===== src/sv/r2h_pkg.sv =====
// Package for the RGB to HSV converter: field widths, fixed-point hue constants,
// hue sector codes and the sideband structs that ride along the divider pipeline.
// No dependencies.
`default_nettype none

package r2h_pkg;

    localparam int IN_W   = 8;    // width of one color channel field
    localparam int HUE_W  = 15;   // hue in 1/64 degree
    localparam int SAT_W  = 8;
    localparam int BRT_W  = 8;

    // 60 degrees in 1/64 degree units, and a full turn
    localparam int HUE_SECTOR = 3840;
    localparam int HUE_FULL   = 23040;
    localparam int SAT_SCALE  = 255;

    // quotient bits of both dividers: covers 0..HUE_SECTOR and 0..SAT_SCALE
    localparam int QUO_W = 12;

    // signed working width for the final hue sum
    localparam int HUE_SUM_W = 16;

    typedef enum logic [1:0] {
        SEC_RED,
        SEC_GREEN,
        SEC_BLUE
    } sector_t;

    typedef struct packed {
        sector_t sector;
        logic    neg;      // sector difference below zero
    } hue_side_t;

    typedef struct packed {
        logic [BRT_W-1:0] brightness;
        logic             achro;
    } pix_side_t;

endpackage

`default_nettype wire


===== src/sv/r2h_prep.sv =====
// Front stage of the RGB to HSV converter: max, min, delta, hue sector and the
// two dividends, registered. Depends on r2h_pkg.
`default_nettype none

module r2h_prep #(
    parameter int CB = 8
) (
    input  wire logic                          clk,
    input  wire logic                          rst_n,
    input  wire logic                          en,
    input  wire logic                          in_valid,
    input  wire logic [r2h_pkg::IN_W-1:0]      red,
    input  wire logic [r2h_pkg::IN_W-1:0]      green,
    input  wire logic [r2h_pkg::IN_W-1:0]      blue,
    output logic                               out_valid,
    output logic [CB-1:0]                      delta,
    output logic [CB-1:0]                      max_val,
    output logic [CB+r2h_pkg::QUO_W-1:0]       hue_num,
    output logic [CB+r2h_pkg::QUO_W-1:0]       sat_num,
    output r2h_pkg::hue_side_t                 hue_side,
    output r2h_pkg::pix_side_t                 pix_side
);
    import r2h_pkg::*;

    localparam int NUM_W = CB + QUO_W;

    logic [CB+IN_W-1:0] r_ext, g_ext, b_ext;
    logic [CB-1:0]      r, g, b, mx, mn, d, mag;
    logic [CB+BRT_W-1:0] mx_ext;
    logic               neg;
    sector_t            sec;
    logic [NUM_W-1:0]   hue_num_next, sat_num_next;

    logic               valid_reg;
    logic [CB-1:0]      delta_reg, max_reg;
    logic [NUM_W-1:0]   hue_num_reg, sat_num_reg;
    hue_side_t          hue_side_reg;
    pix_side_t          pix_side_reg;

    always_comb
    begin
        // fit each channel field to the working channel width
        r_ext = {{CB{1'b0}}, red};
        g_ext = {{CB{1'b0}}, green};
        b_ext = {{CB{1'b0}}, blue};
        r = r_ext[CB-1:0];
        g = g_ext[CB-1:0];
        b = b_ext[CB-1:0];

        mx = (r > g) ? r : g;
        mn = (r < g) ? r : g;
        if (b > mx)
        begin
            mx = b;
        end
        if (b < mn)
        begin
            mn = b;
        end
        d = mx - mn;

        // ties go to red first, then green
        if (r >= mx)
        begin
            sec = SEC_RED;
            neg = (g < b);
            mag = neg ? (b - g) : (g - b);
        end
        else if (g >= mx)
        begin
            sec = SEC_GREEN;
            neg = (b < r);
            mag = neg ? (r - b) : (b - r);
        end
        else
        begin
            sec = SEC_BLUE;
            neg = (r < g);
            mag = neg ? (g - r) : (r - g);
        end

        hue_num_next = NUM_W'(mag) * NUM_W'(HUE_SECTOR);
        sat_num_next = NUM_W'(d) * NUM_W'(SAT_SCALE);
        mx_ext       = {{BRT_W{1'b0}}, mx};
    end

    always_ff @(posedge clk or negedge rst_n)
    begin
        if (!rst_n)
        begin
            valid_reg <= 1'b0;
        end
        else if (en)
        begin
            valid_reg <= in_valid;
        end
    end

    always_ff @(posedge clk)
    begin
        if (en)
        begin
            delta_reg               <= d;
            max_reg                 <= mx;
            hue_num_reg             <= hue_num_next;
            sat_num_reg             <= sat_num_next;
            hue_side_reg.sector     <= sec;
            hue_side_reg.neg        <= neg;
            pix_side_reg.brightness <= mx_ext[BRT_W-1:0];
            pix_side_reg.achro      <= (d == '0);
        end
    end

    assign out_valid = valid_reg;
    assign delta     = delta_reg;
    assign max_val   = max_reg;
    assign hue_num   = hue_num_reg;
    assign sat_num   = sat_num_reg;
    assign hue_side  = hue_side_reg;
    assign pix_side  = pix_side_reg;

endmodule

`default_nettype wire


===== src/sv/r2h_div.sv =====
// Pipelined restoring divider, one quotient bit per register stage, with a
// sideband vector that travels in step with the data. No package dependency.
`default_nettype none

module r2h_div #(
    parameter int DEN_W  = 8,
    parameter int QUO_W  = 12,
    parameter int SIDE_W = 1
) (
    input  wire logic                     clk,
    input  wire logic                     rst_n,
    input  wire logic                     en,
    input  wire logic                     in_valid,
    input  wire logic [DEN_W+QUO_W-1:0]   num,    // must stay below den * 2**QUO_W
    input  wire logic [DEN_W-1:0]         den,
    input  wire logic [SIDE_W-1:0]        side_in,
    output logic                          out_valid,
    output logic [QUO_W-1:0]              quo,
    output logic                          rem_nz,
    output logic [SIDE_W-1:0]             side_out
);

    localparam int NUM_W = DEN_W + QUO_W;

    wire [NUM_W-1:0]  rem_s  [QUO_W+1];
    wire [QUO_W-1:0]  quo_s  [QUO_W+1];
    wire [DEN_W-1:0]  den_s  [QUO_W+1];
    wire [SIDE_W-1:0] side_s [QUO_W+1];
    wire              vld_s  [QUO_W+1];

    assign rem_s[0]  = num;
    assign quo_s[0]  = '0;
    assign den_s[0]  = den;
    assign side_s[0] = side_in;
    assign vld_s[0]  = in_valid;

    for (genvar k = 0; k < QUO_W; k++)
    begin : g_stage
        localparam int BIT = QUO_W - 1 - k;

        logic [NUM_W-1:0]  sden;
        logic              take;
        logic [NUM_W-1:0]  rem_next;
        logic [QUO_W-1:0]  quo_next;

        logic [NUM_W-1:0]  rem_reg;
        logic [QUO_W-1:0]  quo_reg;
        logic [DEN_W-1:0]  den_reg;
        logic [SIDE_W-1:0] side_reg;
        logic              vld_reg;

        always_comb
        begin
            sden     = NUM_W'(den_s[k]) << BIT;
            take     = (rem_s[k] >= sden);
            rem_next = take ? (rem_s[k] - sden) : rem_s[k];
            quo_next = quo_s[k] | (QUO_W'(take) << BIT);
        end

        always_ff @(posedge clk or negedge rst_n)
        begin
            if (!rst_n)
            begin
                vld_reg <= 1'b0;
            end
            else if (en)
            begin
                vld_reg <= vld_s[k];
            end
        end

        always_ff @(posedge clk)
        begin
            if (en)
            begin
                rem_reg  <= rem_next;
                quo_reg  <= quo_next;
                den_reg  <= den_s[k];
                side_reg <= side_s[k];
            end
        end

        assign rem_s[k+1]  = rem_reg;
        assign quo_s[k+1]  = quo_reg;
        assign den_s[k+1]  = den_reg;
        assign side_s[k+1] = side_reg;
        assign vld_s[k+1]  = vld_reg;
    end

    assign out_valid = vld_s[QUO_W];
    assign quo       = quo_s[QUO_W];
    assign rem_nz    = |rem_s[QUO_W];
    assign side_out  = side_s[QUO_W];

endmodule

`default_nettype wire


===== src/sv/r2h_fix.sv =====
// Back stage of the RGB to HSV converter: floor of negative sector values,
// sector offset, wrap into one turn, achromatic override, output register.
// Depends on r2h_pkg.
`default_nettype none

module r2h_fix (
    input  wire logic                          clk,
    input  wire logic                          rst_n,
    input  wire logic                          en,
    input  wire logic                          in_valid,
    input  wire logic [r2h_pkg::QUO_W-1:0]     hue_quo,
    input  wire logic                          hue_rem_nz,
    input  wire r2h_pkg::hue_side_t            hue_side,
    input  wire logic [r2h_pkg::QUO_W-1:0]     sat_quo,
    input  wire r2h_pkg::pix_side_t            pix_side,
    output logic                               out_valid,
    output logic [r2h_pkg::HUE_W-1:0]          hue,
    output logic [r2h_pkg::SAT_W-1:0]          saturation,
    output logic [r2h_pkg::BRT_W-1:0]          brightness,
    output logic                               achromatic
);
    import r2h_pkg::*;

    logic signed [HUE_SUM_W-1:0] off, mag, sum;
    logic [HUE_W-1:0]            hue_next;
    logic [SAT_W-1:0]            sat_next;

    logic                        valid_reg;
    logic [HUE_W-1:0]            hue_reg;
    logic [SAT_W-1:0]            sat_reg;
    logic [BRT_W-1:0]            brt_reg;
    logic                        achro_reg;

    always_comb
    begin
        case (hue_side.sector)
            SEC_RED:   off = '0;
            SEC_GREEN: off = HUE_SUM_W'(2 * HUE_SECTOR);
            SEC_BLUE:  off = HUE_SUM_W'(4 * HUE_SECTOR);
            default:   off = '0;
        endcase

        // a negative quotient floors one further down when the division was inexact
        mag = $signed(HUE_SUM_W'(hue_quo));
        if (hue_side.neg)
        begin
            sum = off - mag - $signed(HUE_SUM_W'(hue_rem_nz));
        end
        else
        begin
            sum = off + mag;
        end
        if (sum < 0)
        begin
            sum = sum + $signed(HUE_SUM_W'(HUE_FULL));
        end

        if (pix_side.achro)
        begin
            hue_next = '0;
            sat_next = '0;
        end
        else
        begin
            hue_next = sum[HUE_W-1:0];
            sat_next = sat_quo[SAT_W-1:0];
        end
    end

    always_ff @(posedge clk or negedge rst_n)
    begin
        if (!rst_n)
        begin
            valid_reg <= 1'b0;
        end
        else if (en)
        begin
            valid_reg <= in_valid;
        end
    end

    always_ff @(posedge clk)
    begin
        if (en)
        begin
            hue_reg   <= hue_next;
            sat_reg   <= sat_next;
            brt_reg   <= pix_side.brightness;
            achro_reg <= pix_side.achro;
        end
    end

    assign out_valid  = valid_reg;
    assign hue        = hue_reg;
    assign saturation = sat_reg;
    assign brightness = brt_reg;
    assign achromatic = achro_reg;

endmodule

`default_nettype wire


===== src/sv/rgb_to_hsv_converter_unit.sv =====
// Top level of the RGB to HSV converter: stream ports, pipeline enable and the
// front stage, the two dividers and the back stage. Depends on r2h_pkg,
// r2h_prep, r2h_div and r2h_fix.
`default_nettype none

// The converter takes one pixel word per clock while not stalled and returns
// one HSV word per pixel, in order, after the max/min/delta front stage, the
// restoring dividers (one quotient bit per register stage, hue and saturation
// dividing side by side) and the final hue fixup and output register.
// Throughput is one pixel per cycle with no gaps while the master side takes
// every word. The whole pipeline advances together whenever the output register
// is empty or being taken; a stall on the master side holds every stage, so
// s_tready follows m_tready combinationally. Hue is in 1/64 degree
// (0..23039), saturation is floor(255*delta/max), brightness is the largest
// channel, and a pixel whose channels are all equal comes out with hue and
// saturation zero and the achromatic flag set in m_tuser.
module rgb_to_hsv_converter_unit #(
    parameter int CHANNEL_BITS = 8
) (
    input  wire logic        clk,
    input  wire logic        rst_n,

    input  wire logic        s_tvalid,
    output logic             s_tready,
    input  wire logic [23:0] s_tdata,    // red [7:0], green [15:8], blue [23:16]

    output logic             m_tvalid,
    input  wire logic        m_tready,
    output logic [31:0]      m_tdata,    // hue [14:0], saturation [22:15],
                                         // brightness [30:23], zero [31]
    output logic [0:0]       m_tuser     // achromatic [0]
);
    import r2h_pkg::*;

    localparam int NUM_W = CHANNEL_BITS + QUO_W;

    // pipeline-wide advance: output register free or being drained
    logic                    en;

    logic                    prep_valid;
    logic [CHANNEL_BITS-1:0] prep_delta;
    logic [CHANNEL_BITS-1:0] prep_max;
    logic [NUM_W-1:0]        prep_hue_num;
    logic [NUM_W-1:0]        prep_sat_num;
    hue_side_t               prep_hue_side;
    pix_side_t               prep_pix_side;

    logic                    hdiv_valid;
    logic [QUO_W-1:0]        hdiv_quo;
    logic                    hdiv_rem_nz;
    logic [$bits(hue_side_t)-1:0] hdiv_side;

    logic                    sdiv_valid;
    logic [QUO_W-1:0]        sdiv_quo;
    logic                    sdiv_rem_nz;
    logic [$bits(pix_side_t)-1:0] sdiv_side;

    logic [HUE_W-1:0]        hue;
    logic [SAT_W-1:0]        saturation;
    logic [BRT_W-1:0]        brightness;
    logic                    achromatic;
    logic                    out_valid;

    assign en       = !out_valid || m_tready;
    assign s_tready = en;

    r2h_prep #(
        .CB (CHANNEL_BITS)
    ) u_prep (
        .clk       (clk),
        .rst_n     (rst_n),
        .en        (en),
        .in_valid  (s_tvalid),
        .red       (s_tdata[7:0]),
        .green     (s_tdata[15:8]),
        .blue      (s_tdata[23:16]),
        .out_valid (prep_valid),
        .delta     (prep_delta),
        .max_val   (prep_max),
        .hue_num   (prep_hue_num),
        .sat_num   (prep_sat_num),
        .hue_side  (prep_hue_side),
        .pix_side  (prep_pix_side)
    );

    // hue: 3840*|diff| / delta, sector info rides along
    r2h_div #(
        .DEN_W  (CHANNEL_BITS),
        .QUO_W  (QUO_W),
        .SIDE_W ($bits(hue_side_t))
    ) u_hue_div (
        .clk       (clk),
        .rst_n     (rst_n),
        .en        (en),
        .in_valid  (prep_valid),
        .num       (prep_hue_num),
        .den       (prep_delta),
        .side_in   (prep_hue_side),
        .out_valid (hdiv_valid),
        .quo       (hdiv_quo),
        .rem_nz    (hdiv_rem_nz),
        .side_out  (hdiv_side)
    );

    // saturation: 255*delta / max, brightness and achromatic ride along;
    // a zero divisor only happens for achromatic pixels, which the back stage overrides
    r2h_div #(
        .DEN_W  (CHANNEL_BITS),
        .QUO_W  (QUO_W),
        .SIDE_W ($bits(pix_side_t))
    ) u_sat_div (
        .clk       (clk),
        .rst_n     (rst_n),
        .en        (en),
        .in_valid  (prep_valid),
        .num       (prep_sat_num),
        .den       (prep_max),
        .side_in   (prep_pix_side),
        .out_valid (sdiv_valid),
        .quo       (sdiv_quo),
        .rem_nz    (sdiv_rem_nz),
        .side_out  (sdiv_side)
    );

    // both dividers march in lockstep; the saturation remainder is not needed
    r2h_fix u_fix (
        .clk        (clk),
        .rst_n      (rst_n),
        .en         (en),
        .in_valid   (hdiv_valid & sdiv_valid),
        .hue_quo    (hdiv_quo),
        .hue_rem_nz (hdiv_rem_nz),
        .hue_side   (hue_side_t'(hdiv_side)),
        .sat_quo    (sdiv_quo | {{(QUO_W-1){1'b0}}, 1'b0 & sdiv_rem_nz}),
        .pix_side   (pix_side_t'(sdiv_side)),
        .out_valid  (out_valid),
        .hue        (hue),
        .saturation (saturation),
        .brightness (brightness),
        .achromatic (achromatic)
    );

    assign m_tvalid   = out_valid;
    assign m_tdata    = {1'b0, brightness, saturation, hue};
    assign m_tuser[0] = achromatic;

endmodule

`default_nettype wire

===== config.mk =====
export PLATFORM = sky130hd
export DESIGN_NAME = rgb_to_hsv_converter_unit
export DESIGN_NICKNAME = d
export VERILOG_FILES = /design/src/sv/r2h_pkg.sv /design/src/sv/r2h_prep.sv /design/src/sv/r2h_div.sv /design/src/sv/r2h_fix.sv /design/src/sv/rgb_to_hsv_converter_unit.sv
export SDC_FILE = /design/constraint.sdc
export NUM_CORES = 2
export LEC_CHECK = 0
export BUFFER_PORTS_ARGS = -buffer_cell sky130_fd_sc_hd__clkbuf_2
export CAP_MARGIN = 10
export CORE_MARGIN = 3
export CORE_UTILIZATION = 45
export DETAILED_ROUTE_END_ITERATION = 10
export PLACE_DENSITY = 0.68
export REMOVE_ABC_BUFFERS = 1
export SLEW_MARGIN = 10
export SYNTH_ARGS = -nofsm -noshare
export SYNTH_HDL_FRONTEND = slang
export SYNTH_SLANG_ARGS = --single-unit

===== constraint.sdc =====
create_clock -name clk -period 27 [get_ports clk]
set_clock_uncertainty 0.05 [all_clocks]
set_input_delay 2.7 -clock clk [delete_from_list [all_inputs] [get_ports clk]]
set_output_delay 2.7 -clock clk [all_outputs]
set_load 0.02 [all_outputs]

==> results.py <==
metrics = {
    "global_route": {
        "grt_max_degree": 183,
        "grt_overflow_total": 0,
        "antenna_found_initial": 2,
        "grt_pass1_wl_um": 125000,
        "grt_pass1_vias": 26700,
        "grt_usage_pct": 14.6,
    },
    "worst_setup_path": {
        "crit_top_cell": "inv_1",
        "critical_path_class": "in2reg",
        "critical_path.endpoint": "u_prep.sat_num[15]",
        "arrival_ns": 12.43,
        "r2r_setup_slack_ns": 22.53,
        "critPathRequiredTime_ns": 27.31,
        "critPathLaunchType": "input port",
        "end_kind": "register",
        "r2r-start": "u_fix.out_valid",
        "regToRegEndpoint": "u_hue_div.g_stage[10].quo_reg[6]",
        "critical-path-max-stage-delay_ns": 0.89,
        "path_max_fanout": 16,
        "crit_slowest_cell": "xnor2_1",
        "reg2regPathDepth": 5,
        "crit_start": "s_tdata[0]",
    },
    "timing": {
        "period_share_pct": 44.9,
        "max-slew-margin-rel_pct": 24.7,
        "final-hold-violation-count": 0,
        "period_minus_slack_ns": 12.12,
        "rsz0062_at_grt": "false",
        "clock.fmax_mhz": 82.5,
        "tns_ns": 0,
        "finalMaxSlewViolations": 0,
        "setup_viol_count_final": 0,
        "worstMarginPinSlew_ns": 1.12,
    },
    "clock_network": {
        "clockBufferDepth": 3,
        "cts_root_buf": "clkbuf_16",
        "clkLatencyLatePin_ns": 0.62,
        "clk_pin_slew_ns": 0.06,
        "numCtsBuffers": 88,
        "cts.sinks": 828,
        "cts_tree": "built",
        "cts_hold_buf": 0,
        "cts_resized": 0,
        "post_cts_buffers": 0,
        "htreeDepth": 3,
    },
    "status": {
        "outcome": "complete, no violations",
    },
    "yosys": {
        "netlist_area_mm2": 0.0446,
        "synth_common_cells": "edfxtp_1 (814), inv_1 (406), ha_1 (339)",
        "yosysSeqAreaShare_pct": 55.6,
        "synth_top_area_cell": "edfxtp_1",
        "synth_area_per_cell_um2": 12.1,
        "synth_cell_types": 89,
        "synth_cells": 3677,
        "synth-edff-count": 814,
        "ys_warn_count": 0,
        "yosysMostFrequentCell": "edfxtp_1",
        "ys_top_cells_by_area": "edfxtp_1 (55%), ha_1 (9.5%), xnor2_1 (3.9%), inv_1 (3.4%), fa_1 (2.7%)",
        "ys_ff_latch": 828,
        "synth_top_flop_cell": "edfxtp_1",
        "synth_top_cell_area_share_pct": 54.9,
        "async_reset_ff_share_pct": 1.69,
    },
    "floorplanning": {
        "core_mm2": 0.0974,
        "die_h_um": 321,
        "die_area_mm2": 0.103,
        "die_x_um": 321,
        "start_util_pct": 45.7,
        "core.rowCount": 114,
        "ios": 63,
    },
    "placement": {
        "hpwl_um": 56000,
        "finalWeightedCongestion": 0.853,
        "place_area_mm2": 0.0464,
        "place_inst": 4973,
        "port_buffers": 61,
    },
    "cells_and_area": {
        "layout.nets": 4216,
        "largest_reg_flops": 209,
        "drive_gt1_share_pct": 6.87,
        "fillers": 8289,
        "design_area_mm2": 0.0492,
        "area.growth.synth_to_final_pct": 10.3,
        "stdcell_count": 5132,
    },
    "min_path": {
        "hold_path.class": "reg2reg",
    },
    "detailed_routing": {
        "drt_pass1_iterations": 5,
        "wl_um": 75300,
        "drtIter0Drc": 1218,
        "vias": 26300,
        "dr_wl_met3_um": 2280,
        "drc": 0,
        "wl_met1_um": 30100,
        "top_layer": "met5",
        "ant_nets": 0,
        "dr_wl_met2_um": 40600,
        "post_drt_wl_per_cell_um": 14.7,
        "via_per_inst": 5.13,
    },
    "flow_run": {
        "maxCapViolCount": 0,
    },
}
==> layout make-up <==
cell class	count	area, µm²	share of cell area (%)
Sequential cell	828	24800	50.4
Multi-Input combinational cell	2381	18000	36.6
Clock buffer	117	2430	4.93
Tap cell	1276	1600	3.25
Inverter	408	1530	3.12
Timing Repair Buffer	81	468	0.952
Clock inverter	40	330	0.672
Antenna cell	1	2.50	0.00509
==> worst min path at each step <==
stage                                      start                                end  slack, ns  cells past startpoint
2_1_floorplan              u_sat_div.side_out[1]                u_fix.brightness[0]       0.35                      0
3_3_place_gp    u_hue_div.g_stage[10].quo_reg[1]                   u_hue_div.quo[1]       0.35                      0
3_5_place_dp    u_hue_div.g_stage[9].quo_reg[10]  u_hue_div.g_stage[10].quo_reg[10]       0.35                      0
4_1_cts        u_hue_div.g_stage[10].quo_reg[11]                  u_hue_div.quo[11]       0.36                      0
5_1_grt          u_hue_div.g_stage[9].quo_reg[7]   u_hue_div.g_stage[10].quo_reg[7]       0.37                      0
6_report        u_hue_div.g_stage[5].quo_reg[11]   u_hue_div.g_stage[6].quo_reg[11]       0.36                      0
==> metrics by stage <==
| stage | util [%] | setup WS (ns) | hold WS [ns] |
|---|---|---|---|
| floorplan | - | 1.69 | 0.350 |
| global placement | 47.6 | 14.46 | 0.351 |
| detailed placement | 47.6 | 14.34 | 0.355 |
| CTS | 50.5 | 14.97 | 0.364 |
| global route | 50.5 | 14.16 | 0.371 |
| finish | 50.5 | 14.88 | 0.358 |
==> cell families (layout without fill, tap and decap cells) <==
group	Yosys count	after routing	share of synthesized area [%]
AOI/OAI and AO/OA	677	677	9.54
xor gates and xnor gates	325	325	6.48
adders and majority gates	407	407	12.4
buffers and inverters	468	646	3.98
DFF	828	828	55.6
muxes	70	70	1.74
other	1	2	0.00842
and+or+nand+nor	901	901	10.2
==> worst max-delay path: cells and delay by family <==
kind | cells | cell delay (ns)
buffers and inverters | 7 | 0.57
adder cells (fa/ha/maj) | 9 | 3.28
AO/OA/AOI/OAI | 15 | 3.40
AND/OR/NAND/NOR | 5 | 0.82
multiplexers | 1 | 0.30
XOR/XNOR | 4 | 1.32
==> placed cells by master, fill, tap and decap left out, types with 71 or more instances in the layout <==
master     instances
clkbuf_16         92
inv_1            406
a21oi_1          211
nor2b_1           71
ha_1             339
a21o_1           133
nand2b_1          92
nor3_1            73
edfxtp_1         814
xnor2_1          196
o21ai_0          169
nor2_1           236
xor2_1           126
nand2_1          185
==> metal layers <==
layer  GRT usage (%)  up-vias
li1                -    13400
met1            15.8    12400
met2            28.5      326
met3            2.27      134
met4            5.65        2
met5               0        -
Power is not shown: default switching activity piles up to over one toggle a cycle in this logic, so the estimate is an artifact.
